### src/hw/rtl/dcss_pkg.sv
package dcss_pkg;

  // Converter and burst geometry.
  localparam int ADC_FULL_SCALE   = 1023;
  localparam int SAMPLE_W         = 10;
  localparam int NUM_SAMPLES      = 10;
  localparam int NUM_LANES        = 5;
  localparam int SAMPLES_PER_LANE = NUM_SAMPLES / NUM_LANES;
  localparam int PART_W           = SAMPLE_W + $clog2(SAMPLES_PER_LANE);
  localparam int SUM_W            = SAMPLE_W + $clog2(NUM_SAMPLES);

  // Division by ten as a multiply by a scaled reciprocal; exact for sums below 2^14.
  localparam int AVG_RECIP   = 6554;
  localparam int AVG_SHIFT   = 16;
  localparam int AVG_RECIP_W = 13;

  // Time and calibration constants.
  localparam int MS_PER_SECOND = 1000;
  localparam int PERCENT_MAX   = 100;
  localparam int NOW_W         = 32;
  localparam int TIME_W        = 34;
  localparam int INTERVAL_W    = 17;
  localparam int INTERVAL_MS_W = 27;
  localparam int SETTLE_W      = 16;
  localparam int PERCENT_W     = 7;

  // Calibration divider: |avg - dry| * 100 by |wet - dry|.
  localparam int DIVIDEND_W = 17;
  localparam int DIVISOR_W  = SAMPLE_W;

  // Configuration port.
  localparam int CFG_INDEX_W = 3;
  localparam int CFG_DATA_W  = INTERVAL_W;

  localparam logic [CFG_INDEX_W-1:0] REG_SAMPLING_ENABLED = 3'd0;
  localparam logic [CFG_INDEX_W-1:0] REG_INTERVAL_SECONDS = 3'd1;
  localparam logic [CFG_INDEX_W-1:0] REG_SETTLE_DELAY_MS  = 3'd2;
  localparam logic [CFG_INDEX_W-1:0] REG_DRY_POINT        = 3'd3;
  localparam logic [CFG_INDEX_W-1:0] REG_WET_POINT        = 3'd4;

  localparam logic [INTERVAL_W-1:0] INTERVAL_RESET = 17'd5;
  localparam logic [SETTLE_W-1:0]   SETTLE_RESET   = 16'(3 * MS_PER_SECOND);
  localparam logic [SAMPLE_W-1:0]   DRY_RESET      = SAMPLE_W'(ADC_FULL_SCALE);
  localparam logic [SAMPLE_W-1:0]   WET_RESET      = '0;

  // Action codes reported with each result item.
  localparam logic [1:0] ACT_IDLE     = 2'd0;
  localparam logic [1:0] ACT_POWER_ON = 2'd1;
  localparam logic [1:0] ACT_SETTLING = 2'd2;
  localparam logic [1:0] ACT_READ     = 2'd3;

  typedef struct packed {
    logic [1:0]           action;
    logic                 power_on;
    logic [SAMPLE_W-1:0]  raw_level;
    logic [PERCENT_W-1:0] moisture_percent;
    logic                 calibration_fault;
  } result_t;

  typedef struct packed {
    logic                  start;
    logic [DIVIDEND_W-1:0] dividend;
    logic [DIVISOR_W-1:0]  divisor;
  } div_req_t;

  typedef struct packed {
    logic                  done;
    logic [DIVIDEND_W-1:0] quotient;
  } div_rsp_t;

endpackage

### src/hw/rtl/dcss_if.sv
// Poll channel: one time stamp and a burst of converter samples per item.
interface dcss_poll_if import dcss_pkg::*; ();
  logic                valid;
  logic                ready;
  logic [NOW_W-1:0]    now_ms;
  logic [SAMPLE_W-1:0] sample_0;
  logic [SAMPLE_W-1:0] sample_1;
  logic [SAMPLE_W-1:0] sample_2;
  logic [SAMPLE_W-1:0] sample_3;
  logic [SAMPLE_W-1:0] sample_4;
  logic [SAMPLE_W-1:0] sample_5;
  logic [SAMPLE_W-1:0] sample_6;
  logic [SAMPLE_W-1:0] sample_7;
  logic [SAMPLE_W-1:0] sample_8;
  logic [SAMPLE_W-1:0] sample_9;

  modport source (
    output valid, now_ms, sample_0, sample_1, sample_2, sample_3, sample_4,
           sample_5, sample_6, sample_7, sample_8, sample_9,
    input  ready
  );
  modport sink (
    input  valid, now_ms, sample_0, sample_1, sample_2, sample_3, sample_4,
           sample_5, sample_6, sample_7, sample_8, sample_9,
    output ready
  );
endinterface

// Result channel: one item per poll.
interface dcss_result_if import dcss_pkg::*; ();
  logic                 valid;
  logic                 ready;
  logic [1:0]           action;
  logic                 power_on;
  logic [SAMPLE_W-1:0]  raw_level;
  logic [PERCENT_W-1:0] moisture_percent;
  logic                 calibration_fault;

  modport source (
    output valid, action, power_on, raw_level, moisture_percent, calibration_fault,
    input  ready
  );
  modport sink (
    input  valid, action, power_on, raw_level, moisture_percent, calibration_fault,
    output ready
  );
endinterface

// Configuration write channel.
interface dcss_cfg_if import dcss_pkg::*; ();
  logic                   valid;
  logic                   ready;
  logic [CFG_INDEX_W-1:0] index;
  logic [CFG_DATA_W-1:0]  data;

  modport source (output valid, index, data, input ready);
  modport sink   (input valid, index, data, output ready);
endinterface

### src/hw/rtl/dcss_lane.sv
// One summing lane: adds its share of the burst when a poll is taken.
module dcss_lane import dcss_pkg::*; (
  input  logic                clk,
  input  logic                load,
  input  logic [SAMPLE_W-1:0] samples [SAMPLES_PER_LANE],
  output logic [PART_W-1:0]   partial
);

  logic [PART_W-1:0] acc;

  // Partial sum of the lane's samples.
  always_comb begin
    acc = '0;
    for (int i = 0; i < SAMPLES_PER_LANE; i++) begin
      acc = acc + PART_W'(samples[i]);
    end
  end

  // Hold the partial sum until the next poll.
  always_ff @(posedge clk) begin
    if (load) begin
      partial <= acc;
    end
  end

endmodule

### src/hw/rtl/dcss_merge.sv
// Merges the lane sums and divides the total by the burst length.
module dcss_merge import dcss_pkg::*; (
  input  logic                clk,
  input  logic [PART_W-1:0]   partial [NUM_LANES],
  output logic [SAMPLE_W-1:0] avg
);

  logic [SUM_W-1:0]             sum_next;
  logic [SUM_W-1:0]             sum;
  logic [SUM_W+AVG_RECIP_W-1:0] prod;

  // Add the lane results.
  always_comb begin
    sum_next = '0;
    for (int i = 0; i < NUM_LANES; i++) begin
      sum_next = sum_next + SUM_W'(partial[i]);
    end
  end

  // Truncating divide by ten via the scaled reciprocal.
  assign prod = (SUM_W+AVG_RECIP_W)'(sum) * (SUM_W+AVG_RECIP_W)'(AVG_RECIP);

  // Registered sum, then registered average.
  always_ff @(posedge clk) begin
    sum <= sum_next;
    avg <= prod[AVG_SHIFT +: SAMPLE_W];
  end

endmodule

### src/hw/rtl/dcss_div.sv
// Restoring divider, one quotient bit per cycle.
module dcss_div import dcss_pkg::*; (
  input  logic     clk,
  input  logic     rst,
  input  div_req_t req,
  output div_rsp_t rsp
);

  localparam int CNT_W = $clog2(DIVIDEND_W + 1);

  logic                  busy;
  logic                  done;
  logic [CNT_W-1:0]      cnt;
  logic [DIVISOR_W-1:0]  divisor;
  logic [DIVISOR_W-1:0]  rem;
  logic [DIVIDEND_W-1:0] quo;
  logic [DIVISOR_W:0]    shifted;
  logic [DIVISOR_W:0]    diff;
  logic                  fits;

  // Trial subtraction of the divisor from the shifted remainder.
  assign shifted = {rem, quo[DIVIDEND_W-1]};
  assign diff    = shifted - {1'b0, divisor};
  assign fits    = shifted >= {1'b0, divisor};

  // Control: count down the quotient bits, flag the last one.
  always_ff @(posedge clk) begin
    if (rst) begin
      busy <= 1'b0;
      done <= 1'b0;
      cnt  <= '0;
    end else begin
      done <= busy && (cnt == CNT_W'(1));
      if (req.start) begin
        busy <= 1'b1;
        cnt  <= CNT_W'(DIVIDEND_W);
      end else if (busy) begin
        cnt <= cnt - CNT_W'(1);
        if (cnt == CNT_W'(1)) begin
          busy <= 1'b0;
        end
      end
    end
  end

  // Datapath: remainder and quotient shift register.
  always_ff @(posedge clk) begin
    if (req.start) begin
      quo     <= req.dividend;
      divisor <= req.divisor;
      rem     <= '0;
    end else if (busy) begin
      quo <= {quo[DIVIDEND_W-2:0], fits};
      rem <= fits ? diff[DIVISOR_W-1:0] : shifted[DIVISOR_W-1:0];
    end
  end

  assign rsp.done     = done;
  assign rsp.quotient = quo;

endmodule

### src/hw/rtl/duty_cycled_sensor_sampler_top.sv
// Channel   Dir  Payload                                               Accept
// poll      in   now_ms, sample_0 .. sample_9                          valid && ready
// result    out  action, power_on, raw_level, moisture_percent,        valid && ready
//                calibration_fault
// cfg       in   index, data                                           valid && ready
//
// A poll that takes no reading goes through ST_TIME and ST_DECIDE to ST_OUT, which loads
// its result item; a reading that needs no division (fault or clamped to zero) adds ST_CAL.
// A reading that needs division also waits in ST_DIV for the one-bit-per-cycle divider
// that maps the average onto the calibration range.
// One poll is in flight at a time; poll.ready is high only while the block waits for one.
// A finished item waits in the output register while result.ready is low.
// Reset (rst, synchronous) restores register defaults with the sensor powered, never read.
module duty_cycled_sensor_sampler_top import dcss_pkg::*; (
  input  logic        clk,
  input  logic        rst,
  dcss_poll_if.sink   poll,
  dcss_result_if.source result,
  dcss_cfg_if.sink    cfg
);

  typedef enum logic [5:0] {
    ST_IDLE   = 6'b000001,
    ST_TIME   = 6'b000010,
    ST_DECIDE = 6'b000100,
    ST_CAL    = 6'b001000,
    ST_DIV    = 6'b010000,
    ST_OUT    = 6'b100000
  } state_t;

  state_t state;

  // Configuration registers.
  logic                  sampling_enabled;
  logic [INTERVAL_W-1:0] interval_seconds;
  logic [SETTLE_W-1:0]   settle_delay_ms;
  logic [SAMPLE_W-1:0]   dry_point;
  logic [SAMPLE_W-1:0]   wet_point;

  // Sampler state.
  logic                     sensor_powered;
  logic [NOW_W-1:0]         power_on_time;
  logic signed [TIME_W-1:0] last_reading_time;
  logic [SAMPLE_W-1:0]      held_raw;
  logic [PERCENT_W-1:0]     held_percent;

  // Per-poll working registers.
  logic [NOW_W-1:0]         now_q;
  logic [INTERVAL_MS_W-1:0] interval_ms;
  logic [1:0]               action;
  logic                     fault;
  result_t                  res;
  logic                     res_valid;

  logic                poll_take;
  logic                out_free;
  logic [SAMPLE_W-1:0] samples [NUM_SAMPLES];
  logic [PART_W-1:0]   partial [NUM_LANES];
  logic [SAMPLE_W-1:0] avg;

  assign poll_take = poll.valid && poll.ready;
  assign poll.ready = (state == ST_IDLE);
  assign cfg.ready  = 1'b1;
  assign out_free   = !res_valid || result.ready;

  assign samples[0] = poll.sample_0;
  assign samples[1] = poll.sample_1;
  assign samples[2] = poll.sample_2;
  assign samples[3] = poll.sample_3;
  assign samples[4] = poll.sample_4;
  assign samples[5] = poll.sample_5;
  assign samples[6] = poll.sample_6;
  assign samples[7] = poll.sample_7;
  assign samples[8] = poll.sample_8;
  assign samples[9] = poll.sample_9;

  // Summing lanes, each over its own slice of the burst.
  for (genvar g = 0; g < NUM_LANES; g++) begin : g_lane
    logic [SAMPLE_W-1:0] lane_samples [SAMPLES_PER_LANE];
    for (genvar k = 0; k < SAMPLES_PER_LANE; k++) begin : g_tap
      assign lane_samples[k] = samples[g*SAMPLES_PER_LANE + k];
    end
    dcss_lane u_lane (
      .clk     (clk),
      .load    (poll_take),
      .samples (lane_samples),
      .partial (partial[g])
    );
  end

  dcss_merge u_merge (
    .clk     (clk),
    .partial (partial),
    .avg     (avg)
  );

  // Timing decisions, made with the registered interval.
  logic signed [TIME_W-1:0] due_limit;
  logic signed [TIME_W-1:0] now_s;
  logic signed [TIME_W-1:0] settle_s;
  logic [NOW_W:0]           settle_end;
  logic                     due;
  logic                     cycling;
  logic                     settled;

  assign now_s      = $signed({{(TIME_W-NOW_W){1'b0}}, now_q});
  assign settle_s   = $signed({{(TIME_W-SETTLE_W){1'b0}}, settle_delay_ms});
  assign due_limit  = last_reading_time + $signed({{(TIME_W-INTERVAL_MS_W){1'b0}}, interval_ms});
  assign due        = (due_limit < now_s) || (last_reading_time == '0);
  assign cycling    = interval_ms > INTERVAL_MS_W'(settle_delay_ms);
  assign settle_end = {1'b0, power_on_time} + (NOW_W+1)'(settle_delay_ms);
  assign settled    = settle_end < {1'b0, now_q};

  // Calibration operands from the fresh average.
  logic signed [SAMPLE_W:0] num;
  logic signed [SAMPLE_W:0] den;
  logic [SAMPLE_W-1:0]      num_mag;
  logic [SAMPLE_W-1:0]      den_mag;
  logic                     cal_zero;
  div_req_t                 div_req;
  div_rsp_t                 div_rsp;

  assign num      = $signed({1'b0, avg}) - $signed({1'b0, dry_point});
  assign den      = $signed({1'b0, wet_point}) - $signed({1'b0, dry_point});
  assign num_mag  = num[SAMPLE_W] ? SAMPLE_W'(-num) : num[SAMPLE_W-1:0];
  assign den_mag  = den[SAMPLE_W] ? SAMPLE_W'(-den) : den[SAMPLE_W-1:0];
  // A zero or negative quotient clamps to zero and needs no division.
  assign cal_zero = (num == '0) || (num[SAMPLE_W] != den[SAMPLE_W]);

  assign div_req.start    = (state == ST_CAL) && (den != '0) && !cal_zero;
  assign div_req.dividend = (DIVIDEND_W'(num_mag) << 6) + (DIVIDEND_W'(num_mag) << 5)
                          + (DIVIDEND_W'(num_mag) << 2);
  assign div_req.divisor  = den_mag;

  dcss_div u_div (
    .clk (clk),
    .rst (rst),
    .req (div_req),
    .rsp (div_rsp)
  );

  // Configuration writes; unknown indexes are ignored.
  always_ff @(posedge clk) begin
    if (rst) begin
      sampling_enabled <= 1'b1;
      interval_seconds <= INTERVAL_RESET;
      settle_delay_ms  <= SETTLE_RESET;
      dry_point        <= DRY_RESET;
      wet_point        <= WET_RESET;
    end else if (cfg.valid && cfg.ready) begin
      case (cfg.index)
        REG_SAMPLING_ENABLED: sampling_enabled <= cfg.data[0];
        REG_INTERVAL_SECONDS: interval_seconds <= cfg.data[INTERVAL_W-1:0];
        REG_SETTLE_DELAY_MS:  settle_delay_ms  <= cfg.data[SETTLE_W-1:0];
        REG_DRY_POINT:        dry_point        <= cfg.data[SAMPLE_W-1:0];
        REG_WET_POINT:        wet_point        <= cfg.data[SAMPLE_W-1:0];
        default: ;
      endcase
    end
  end

  // Poll sequencer and sampler state.
  always_ff @(posedge clk) begin
    if (rst) begin
      state             <= ST_IDLE;
      sensor_powered    <= 1'b1;
      power_on_time     <= '0;
      last_reading_time <= '0;
      held_raw          <= '0;
      held_percent      <= '0;
      res_valid         <= 1'b0;
    end else begin
      // The output register empties unless a new item replaces it this cycle.
      if (res_valid && result.ready && (state != ST_OUT)) begin
        res_valid <= 1'b0;
      end
      case (state)
        ST_IDLE: begin
          if (poll_take) begin
            now_q <= poll.now_ms;
            state <= ST_TIME;
          end
        end
        ST_TIME: begin
          interval_ms <= INTERVAL_MS_W'(interval_seconds) * INTERVAL_MS_W'(MS_PER_SECOND);
          state       <= ST_DECIDE;
        end
        ST_DECIDE: begin
          fault <= 1'b0;
          state <= ST_OUT;
          if (!(due && sampling_enabled)) begin
            action <= ACT_IDLE;
          end else if (!sensor_powered) begin
            sensor_powered <= 1'b1;
            power_on_time  <= now_q;
            action         <= ACT_POWER_ON;
          end else if (cycling && !settled) begin
            action <= ACT_SETTLING;
          end else begin
            last_reading_time <= cycling ? (now_s - settle_s) : now_s;
            if (cycling) begin
              sensor_powered <= 1'b0;
            end
            action <= ACT_READ;
            state  <= ST_CAL;
          end
        end
        ST_CAL: begin
          held_raw <= avg;
          if (den == '0) begin
            held_percent <= '0;
            fault        <= 1'b1;
            state        <= ST_OUT;
          end else if (cal_zero) begin
            held_percent <= '0;
            state        <= ST_OUT;
          end else begin
            state <= ST_DIV;
          end
        end
        ST_DIV: begin
          if (div_rsp.done) begin
            held_percent <= (div_rsp.quotient > DIVIDEND_W'(PERCENT_MAX))
                            ? PERCENT_W'(PERCENT_MAX) : div_rsp.quotient[PERCENT_W-1:0];
            state <= ST_OUT;
          end
        end
        ST_OUT: begin
          if (out_free) begin
            res.action            <= action;
            res.power_on          <= sensor_powered;
            res.raw_level         <= held_raw;
            res.moisture_percent  <= held_percent;
            res.calibration_fault <= fault;
            res_valid             <= 1'b1;
            state                 <= ST_IDLE;
          end
        end
        default: state <= ST_IDLE;
      endcase
    end
  end

  assign result.valid             = res_valid;
  assign result.action            = res.action;
  assign result.power_on          = res.power_on;
  assign result.raw_level         = res.raw_level;
  assign result.moisture_percent  = res.moisture_percent;
  assign result.calibration_fault = res.calibration_fault;

  // A fault is only reported on a poll that took a reading.
  a_fault_on_read: assert property (@(posedge clk) disable iff (rst)
    result.valid && result.calibration_fault |-> result.action == ACT_READ)
    else $error("calibration fault without a reading");

  // The held percentage never leaves its clamped range.
  a_percent_range: assert property (@(posedge clk) disable iff (rst)
    result.valid |-> result.moisture_percent <= PERCENT_W'(PERCENT_MAX))
    else $error("moisture percent above full scale");

  // Powering on always leaves the sensor powered.
  a_power_on: assert property (@(posedge clk) disable iff (rst)
    result.valid && result.action == ACT_POWER_ON |-> result.power_on)
    else $error("power-on action with sensor unpowered");

  // Only one poll is in flight at a time.
  a_one_poll: assert property (@(posedge clk) disable iff (rst)
    poll.valid && poll.ready |=> !poll.ready)
    else $error("second poll taken while one is in flight");

endmodule

### src/flat_wrapper.sv
// flat-port wrapper written by rule: the top's interface ports become plain ports
module duty_cycled_sensor_sampler_top_flat import dcss_pkg::*;
  (clk, rst, poll_valid, poll_now_ms, poll_sample_0, poll_sample_1, poll_sample_2, poll_sample_3, poll_sample_4, poll_sample_5, poll_sample_6, poll_sample_7, poll_sample_8, poll_sample_9, poll_ready, result_valid, result_action, result_power_on, result_raw_level, result_moisture_percent, result_calibration_fault, result_ready, cfg_valid, cfg_index, cfg_data, cfg_ready);
  dcss_poll_if poll_i ();
  dcss_result_if result_i ();
  dcss_cfg_if cfg_i ();
  input  logic clk;
  input  logic rst;
  input wire logic [$bits(poll_i.valid)-1:0] poll_valid;
  input wire logic [$bits(poll_i.now_ms)-1:0] poll_now_ms;
  input wire logic [$bits(poll_i.sample_0)-1:0] poll_sample_0;
  input wire logic [$bits(poll_i.sample_1)-1:0] poll_sample_1;
  input wire logic [$bits(poll_i.sample_2)-1:0] poll_sample_2;
  input wire logic [$bits(poll_i.sample_3)-1:0] poll_sample_3;
  input wire logic [$bits(poll_i.sample_4)-1:0] poll_sample_4;
  input wire logic [$bits(poll_i.sample_5)-1:0] poll_sample_5;
  input wire logic [$bits(poll_i.sample_6)-1:0] poll_sample_6;
  input wire logic [$bits(poll_i.sample_7)-1:0] poll_sample_7;
  input wire logic [$bits(poll_i.sample_8)-1:0] poll_sample_8;
  input wire logic [$bits(poll_i.sample_9)-1:0] poll_sample_9;
  output wire logic [$bits(poll_i.ready)-1:0] poll_ready;
  output wire logic [$bits(result_i.valid)-1:0] result_valid;
  output wire logic [$bits(result_i.action)-1:0] result_action;
  output wire logic [$bits(result_i.power_on)-1:0] result_power_on;
  output wire logic [$bits(result_i.raw_level)-1:0] result_raw_level;
  output wire logic [$bits(result_i.moisture_percent)-1:0] result_moisture_percent;
  output wire logic [$bits(result_i.calibration_fault)-1:0] result_calibration_fault;
  input wire logic [$bits(result_i.ready)-1:0] result_ready;
  input wire logic [$bits(cfg_i.valid)-1:0] cfg_valid;
  input wire logic [$bits(cfg_i.index)-1:0] cfg_index;
  input wire logic [$bits(cfg_i.data)-1:0] cfg_data;
  output wire logic [$bits(cfg_i.ready)-1:0] cfg_ready;
  assign poll_i.valid = poll_valid;
  assign poll_i.now_ms = poll_now_ms;
  assign poll_i.sample_0 = poll_sample_0;
  assign poll_i.sample_1 = poll_sample_1;
  assign poll_i.sample_2 = poll_sample_2;
  assign poll_i.sample_3 = poll_sample_3;
  assign poll_i.sample_4 = poll_sample_4;
  assign poll_i.sample_5 = poll_sample_5;
  assign poll_i.sample_6 = poll_sample_6;
  assign poll_i.sample_7 = poll_sample_7;
  assign poll_i.sample_8 = poll_sample_8;
  assign poll_i.sample_9 = poll_sample_9;
  assign poll_ready = poll_i.ready;
  assign result_valid = result_i.valid;
  assign result_action = result_i.action;
  assign result_power_on = result_i.power_on;
  assign result_raw_level = result_i.raw_level;
  assign result_moisture_percent = result_i.moisture_percent;
  assign result_calibration_fault = result_i.calibration_fault;
  assign result_i.ready = result_ready;
  assign cfg_i.valid = cfg_valid;
  assign cfg_i.index = cfg_index;
  assign cfg_i.data = cfg_data;
  assign cfg_ready = cfg_i.ready;
  duty_cycled_sensor_sampler_top u_core (.clk(clk), .rst(rst), .poll(poll_i), .result(result_i), .cfg(cfg_i));
endmodule
### config.mk
export PLATFORM = sky130hd
export DESIGN_NAME = duty_cycled_sensor_sampler_top_flat
export DESIGN_NICKNAME = d
export VERILOG_FILES = /design/src/hw/rtl/dcss_pkg.sv /design/src/hw/rtl/dcss_if.sv /design/src/hw/rtl/dcss_lane.sv /design/src/hw/rtl/dcss_merge.sv /design/src/hw/rtl/dcss_div.sv /design/src/hw/rtl/duty_cycled_sensor_sampler_top.sv /design/src/flat_wrapper.sv
export SDC_FILE = /design/constraint.sdc
export NUM_CORES = 1
export LEC_CHECK = 0
export BUFFER_PORTS_ARGS = -buffer_cell sky130_fd_sc_hd__buf_2
export CORE_ASPECT_RATIO = 1.2
export CORE_MARGIN = 2
export CORE_UTILIZATION = 55
export CTS_CLUSTER_DIAMETER = 100
export DETAILED_ROUTE_END_ITERATION = 7
export PLACE_DENSITY = 0.72
export SLEW_MARGIN = 0
export SYNTH_ARGS = -nofsm -noshare
export SYNTH_HDL_FRONTEND = slang
export SYNTH_HIERARCHICAL = 1
export SYNTH_SLANG_ARGS = --single-unit
### constraint.sdc
create_clock -name clk -period 6.2 [get_ports clk]
set_clock_uncertainty 0.1 [all_clocks]
set_input_delay 0.62 -clock clk [delete_from_list [all_inputs] [get_ports clk]]
set_output_delay 0.62 -clock clk [all_outputs]
set_load 0.05 [all_outputs]
==> results.env <==
RESULT_OF_THE_RUN='completed'
YS.WARNINGS.COUNT=6
GRT_START_MAX_NET_PINS=97
HPWLAFTERDP_UM=57660
GROUTE.USAGE.OVERALL_PCT=27.00
AVERAGE_VIA_COUNT_PER_STANDARD_CELL=5.830
PATH_MAX_FANOUT=17
AREA_SHARE_OF_THE_LARGEST_CELL_TYPE_AFTER_SYNTHESIS_PCT=17.04
NETLIST_TOP_CELLS_COUNT='sky130_fd_sc_hd__ha_1 (390), sky130_fd_sc_hd__inv_1 (284), sky130_fd_sc_hd__a21oi_1 (228)'
SYNTH_EDF_COUNT=162
ASYNC_RESET_FF_SHARE_PCT=0
DIE_WIDTH_UM=212.3
COREAREA_UM2=51460
INSTANCES_NO_FILL=3836
CLOCK_INSERTION_DELAY_WORST_SKEW_PS=570
NETLIST_INSTANCES=2952
PLACED_CELL_COUNT=3762
WORST_SLEW_PIN_SLEW_PS=1286
GRT_OVERFLOW=0
GRT_FIRST_PASS_WIRELENGTH_UM=115300
TRITONCTS='built'
DETAIL_ROUTE.WL_PER_CELL_UM=18.73
SYN_AREA_UM2=28630
POWER_uW=19080
SETUP.WORST_PATH.START_CLASS='register'
POWERDENSITY_nW_PER_UM2=604.6
MAXCLOCKFREQUENCY_MHz=172.4
PATH_CLASS='register to register'
CTS_BUFFERS=39
DRV.MAX_CAP_VIOLATION_COUNT=0
AREA_CONTRIBUTORS_POST_SYNTH='sky130_fd_sc_hd__ha_1 (17%), sky130_fd_sc_hd__edfxtp_1 (17%), sky130_fd_sc_hd__dfxtp_1 (13%)'
MIN_PERIOD_OVER_PERIOD_PCT=93.56
NUMPORTBUFFERS=179
DIE-AREA_UM2=53900
REG2REG_SLACK_PS=400
UNREPAIRED_SETUP_ENDPOINTS_AFTER_GLOBAL_ROUTING='no'
CHIPHEIGHT_UM=253.9
SLEW-LIMIT-HEADROOM_PCT=14.15
SLEW_VIOLATIONS=0
ROUTE.DETAILED.DRC=0
CTSLONGESTPATHBUFFERS=3
DISTINCT_CELL_TYPE_COUNT_OF_THE_SYNTHESIZED_NETLIST=91
CLKSINKCOUNT=347
ROW_COUNT=91
FIRST_PASS_ITERATION_COUNT_OF_THE_DETAILED_ROUTER=5
N_FILL_CELL=4479
IRDROPWORSTVDD_uV=1194
SYNTHDOMINANTAREACELLTYPE='sky130_fd_sc_hd__ha_1'
CTS.ROOT.BUFFER_CELL='sky130_fd_sc_hd__clkbuf_16'
SYN2LAYOUT_AREA_GROWTH_PCT=10.25
NUMBER_OF_NETS_IN_THE_FINISHED_DESIGN=3807
YOSYSMOSTFREQUENTCELL='sky130_fd_sc_hd__ha_1'
FIRST_GLOBAL_VIAS=22680
SETUP_TOTAL_NEGATIVE_SLACK_PS=0
DRT_ITER0_DRC=1148
FINAL_ANTENNA_NET_COUNT=0
LAYOUT-DRIVE-GT1-SHARE_PCT=10.87
POSTROUTEWIRELENGTH_UM=71840
GPL.FINAL_WEIGHTED_CONGESTION=0.9818
NUM_IO_PINS=181
FINALHOLDVIOLATIONS=0
DETAILROUTE.VIA_COUNT=22360
YS_FF_LATCH=347
CP.ARRIVAL_PS=6100
GRT_ANTENNA_BEFORE_REPAIR=11
CTS.HTREE.LEVELS=2
POSTCTSSETUPREPAIRBUFS=0
SYNTH.YOSYS.SEQ_AREA_SHARE_PCT=29.93
HP-CLASS='input pin to register'
CP.REQUIRED_PS=6500
WORST_SETUP_HOLD_PATH_CLK_SLEW_PS=70
CELLLEAKAGEPOWER_uW=0.01425
TIMING.CRITICAL_PATH.TO_TYPE='register'
TIMING.FINAL.CRIT_PERIOD_PS=5801
SETUP_VIOL_COUNT_FINAL=0
POSTSYNTH.TOPFLOPCELL='sky130_fd_sc_hd__dfxtp_1'
SYNTH.AVG_CELL_AREA_UM2=9.698
INITIAL_CORE_UTILIZATION_PCT=55.63
-- flip-flops by register name (all words and copies together), names as in the netlist, 10 cells and up --
| signal | count |
|---|---|
| u_core/u_div/quo | 17 |
| u_core/held_raw | 10 |
| u_core/u_div/rem | 10 |
| u_core/g_lane.u_lane/partial | 55 |
| u_core/u_merge/sum | 14 |
| u_core/u_merge/avg | 10 |
| u_core/settle_delay_ms | 16 |
| u_core/interval_ms | 24 |
| u_core/result.raw_level | 10 |
| u_core/last_reading_time | 33 |
| u_core/power_on_time | 32 |
| u_core/interval_seconds | 17 |
| u_core/wet_point | 10 |
| u_core/u_div/divisor | 10 |
| u_core/dry_point | 10 |
| u_core/now_q | 32 |
-- where the power goes --
part / total, uW / switching (uW) / internal (uW)
combinational: 13600 / 7680 / 5940
sequential: 2960 / 205 / 2750
clock: 2510 / 994 / 1510
total: 19100 / 8880 / 10200
-- cell type report --
type	count	area [um^2]	share of cell area [%]
clock buffers	43	1044	3.306
inverters	285	1070	3.389
flip-flops and latches	347	8568	27.15
diodes	3	7.507	0.02378
repair buffers	197	1033	3.274
clock inverters	28	331.6	1.050
well taps	697	872.1	2.763
multi-input cells	2236	18640	59.05
-- what timing repair did --
| action | CTS | global route |
|---|---|---|
| setup endpoints to repair | 0 | 28 |
| gates resized for setup | 0 | 3 |
| hold buffers | 0 | 0 |
| endpoints found under the hold margin | 0 | 0 |
-- stage by stage --
stage                     util (%)  hold slack, ps  setup slack (ps)  cell area [um^2]
after floorplan                  -           300.3              1198             28630
after global placement       58.63           303.2             475.6             30170
after detailed placement     58.63           311.0             311.9             30170
after CTS                    61.30           90.13             243.0             31550
after global routing         61.32           104.0             17.74             31560
final                        61.33           116.1             399.3             31560
-- worst max-delay path, stage by stage, from the launching register on --
cell                        delay [ps]
sky130_fd_sc_hd__edfxtp_1          410
sky130_fd_sc_hd__ha_1              220
sky130_fd_sc_hd__inv_1              70
sky130_fd_sc_hd__fa_1              200
sky130_fd_sc_hd__nor2b_1            70
sky130_fd_sc_hd__o31a_1            320
sky130_fd_sc_hd__o221a_4           300
sky130_fd_sc_hd__a2111oi_4         410
sky130_fd_sc_hd__o21ai_2           130
sky130_fd_sc_hd__o31ai_1           380
sky130_fd_sc_hd__o21a_1            230
sky130_fd_sc_hd__nor2_1             70
sky130_fd_sc_hd__xor2_1            140
sky130_fd_sc_hd__ha_1              320
sky130_fd_sc_hd__a221o_1           330
sky130_fd_sc_hd__a31oi_1           190
sky130_fd_sc_hd__nand4_1           120
sky130_fd_sc_hd__nor4_1            230
sky130_fd_sc_hd__a21oi_1           180
sky130_fd_sc_hd__o32a_2            540
sky130_fd_sc_hd__buf_4             240
sky130_fd_sc_hd__o31ai_1           260
sky130_fd_sc_hd__a21oi_1           130
-- cells in the final DEF, fill, tap and decap left out, types with 18 or more instances in the layout --
cell type	n
sky130_fd_sc_hd__nor4_1	18
sky130_fd_sc_hd__nor3_1	40
sky130_fd_sc_hd__o21a_1	35
sky130_fd_sc_hd__buf_4	19
sky130_fd_sc_hd__nand2_1	227
sky130_fd_sc_hd__buf_2	178
sky130_fd_sc_hd__nand2b_1	33
sky130_fd_sc_hd__xor2_1	66
sky130_fd_sc_hd__inv_1	284
sky130_fd_sc_hd__nor2_1	136
sky130_fd_sc_hd__mux2_2	22
sky130_fd_sc_hd__edfxtp_1	162
sky130_fd_sc_hd__nand3_1	44
sky130_fd_sc_hd__fa_1	154
sky130_fd_sc_hd__a211oi_1	54
sky130_fd_sc_hd__a41oi_1	30
sky130_fd_sc_hd__a21oi_1	228
sky130_fd_sc_hd__o211ai_1	26
sky130_fd_sc_hd__nor2b_1	40
sky130_fd_sc_hd__and2_1	21
sky130_fd_sc_hd__and3_1	31
sky130_fd_sc_hd__o31ai_1	40
sky130_fd_sc_hd__a31oi_1	30
sky130_fd_sc_hd__o21ai_0	100
sky130_fd_sc_hd__nand4_1	59
sky130_fd_sc_hd__clkbuf_16	41
sky130_fd_sc_hd__dfxtp_1	185
sky130_fd_sc_hd__ha_1	390
sky130_fd_sc_hd__xnor2_1	142
sky130_fd_sc_hd__a21o_1	68
-- per-layer routing --
layer,up-vias,GRT usage [%],part of all wire [%]
met5,-,0,0.11
met1,10710,32.86,41
met2,581,48.77,50
met4,12,9.570,3.3
met3,143,3.559,5.1
li1,10920,-,-
-- worst paths after layout --
kind / depth (start not counted) / to / start
hold reg to reg: 0 / u_core/result.calibration_fault / u_core/fault
hold / removal: 1 / u_core/now_q[15] / poll_now_ms[15]
setup reg to reg: 22 / u_core/power_on_time[16] / u_core/interval_ms[3]
setup / recovery: 22 / u_core/power_on_time[16] / u_core/interval_ms[3]
-- cell families (layout without fill, tap and decap cells) --
logic type / Yosys count / count (layout) / synth area share [%]
multiplexers: 36 / 36 / 1.372
buffers and inverters: 370 / 553 / 5.026
AO/OA/AOI/OAI: 713 / 713 / 16.55
AND/OR/NAND/NOR: 732 / 732 / 12.92
XOR/XNOR: 208 / 208 / 6.363
adder cells (fa/ha/maj): 544 / 544 / 27.81
other: 2 / 6 / 0.02623
flip-flops: 347 / 347 / 29.93
No activity file was read; power rests on OpenSTA's default activity.
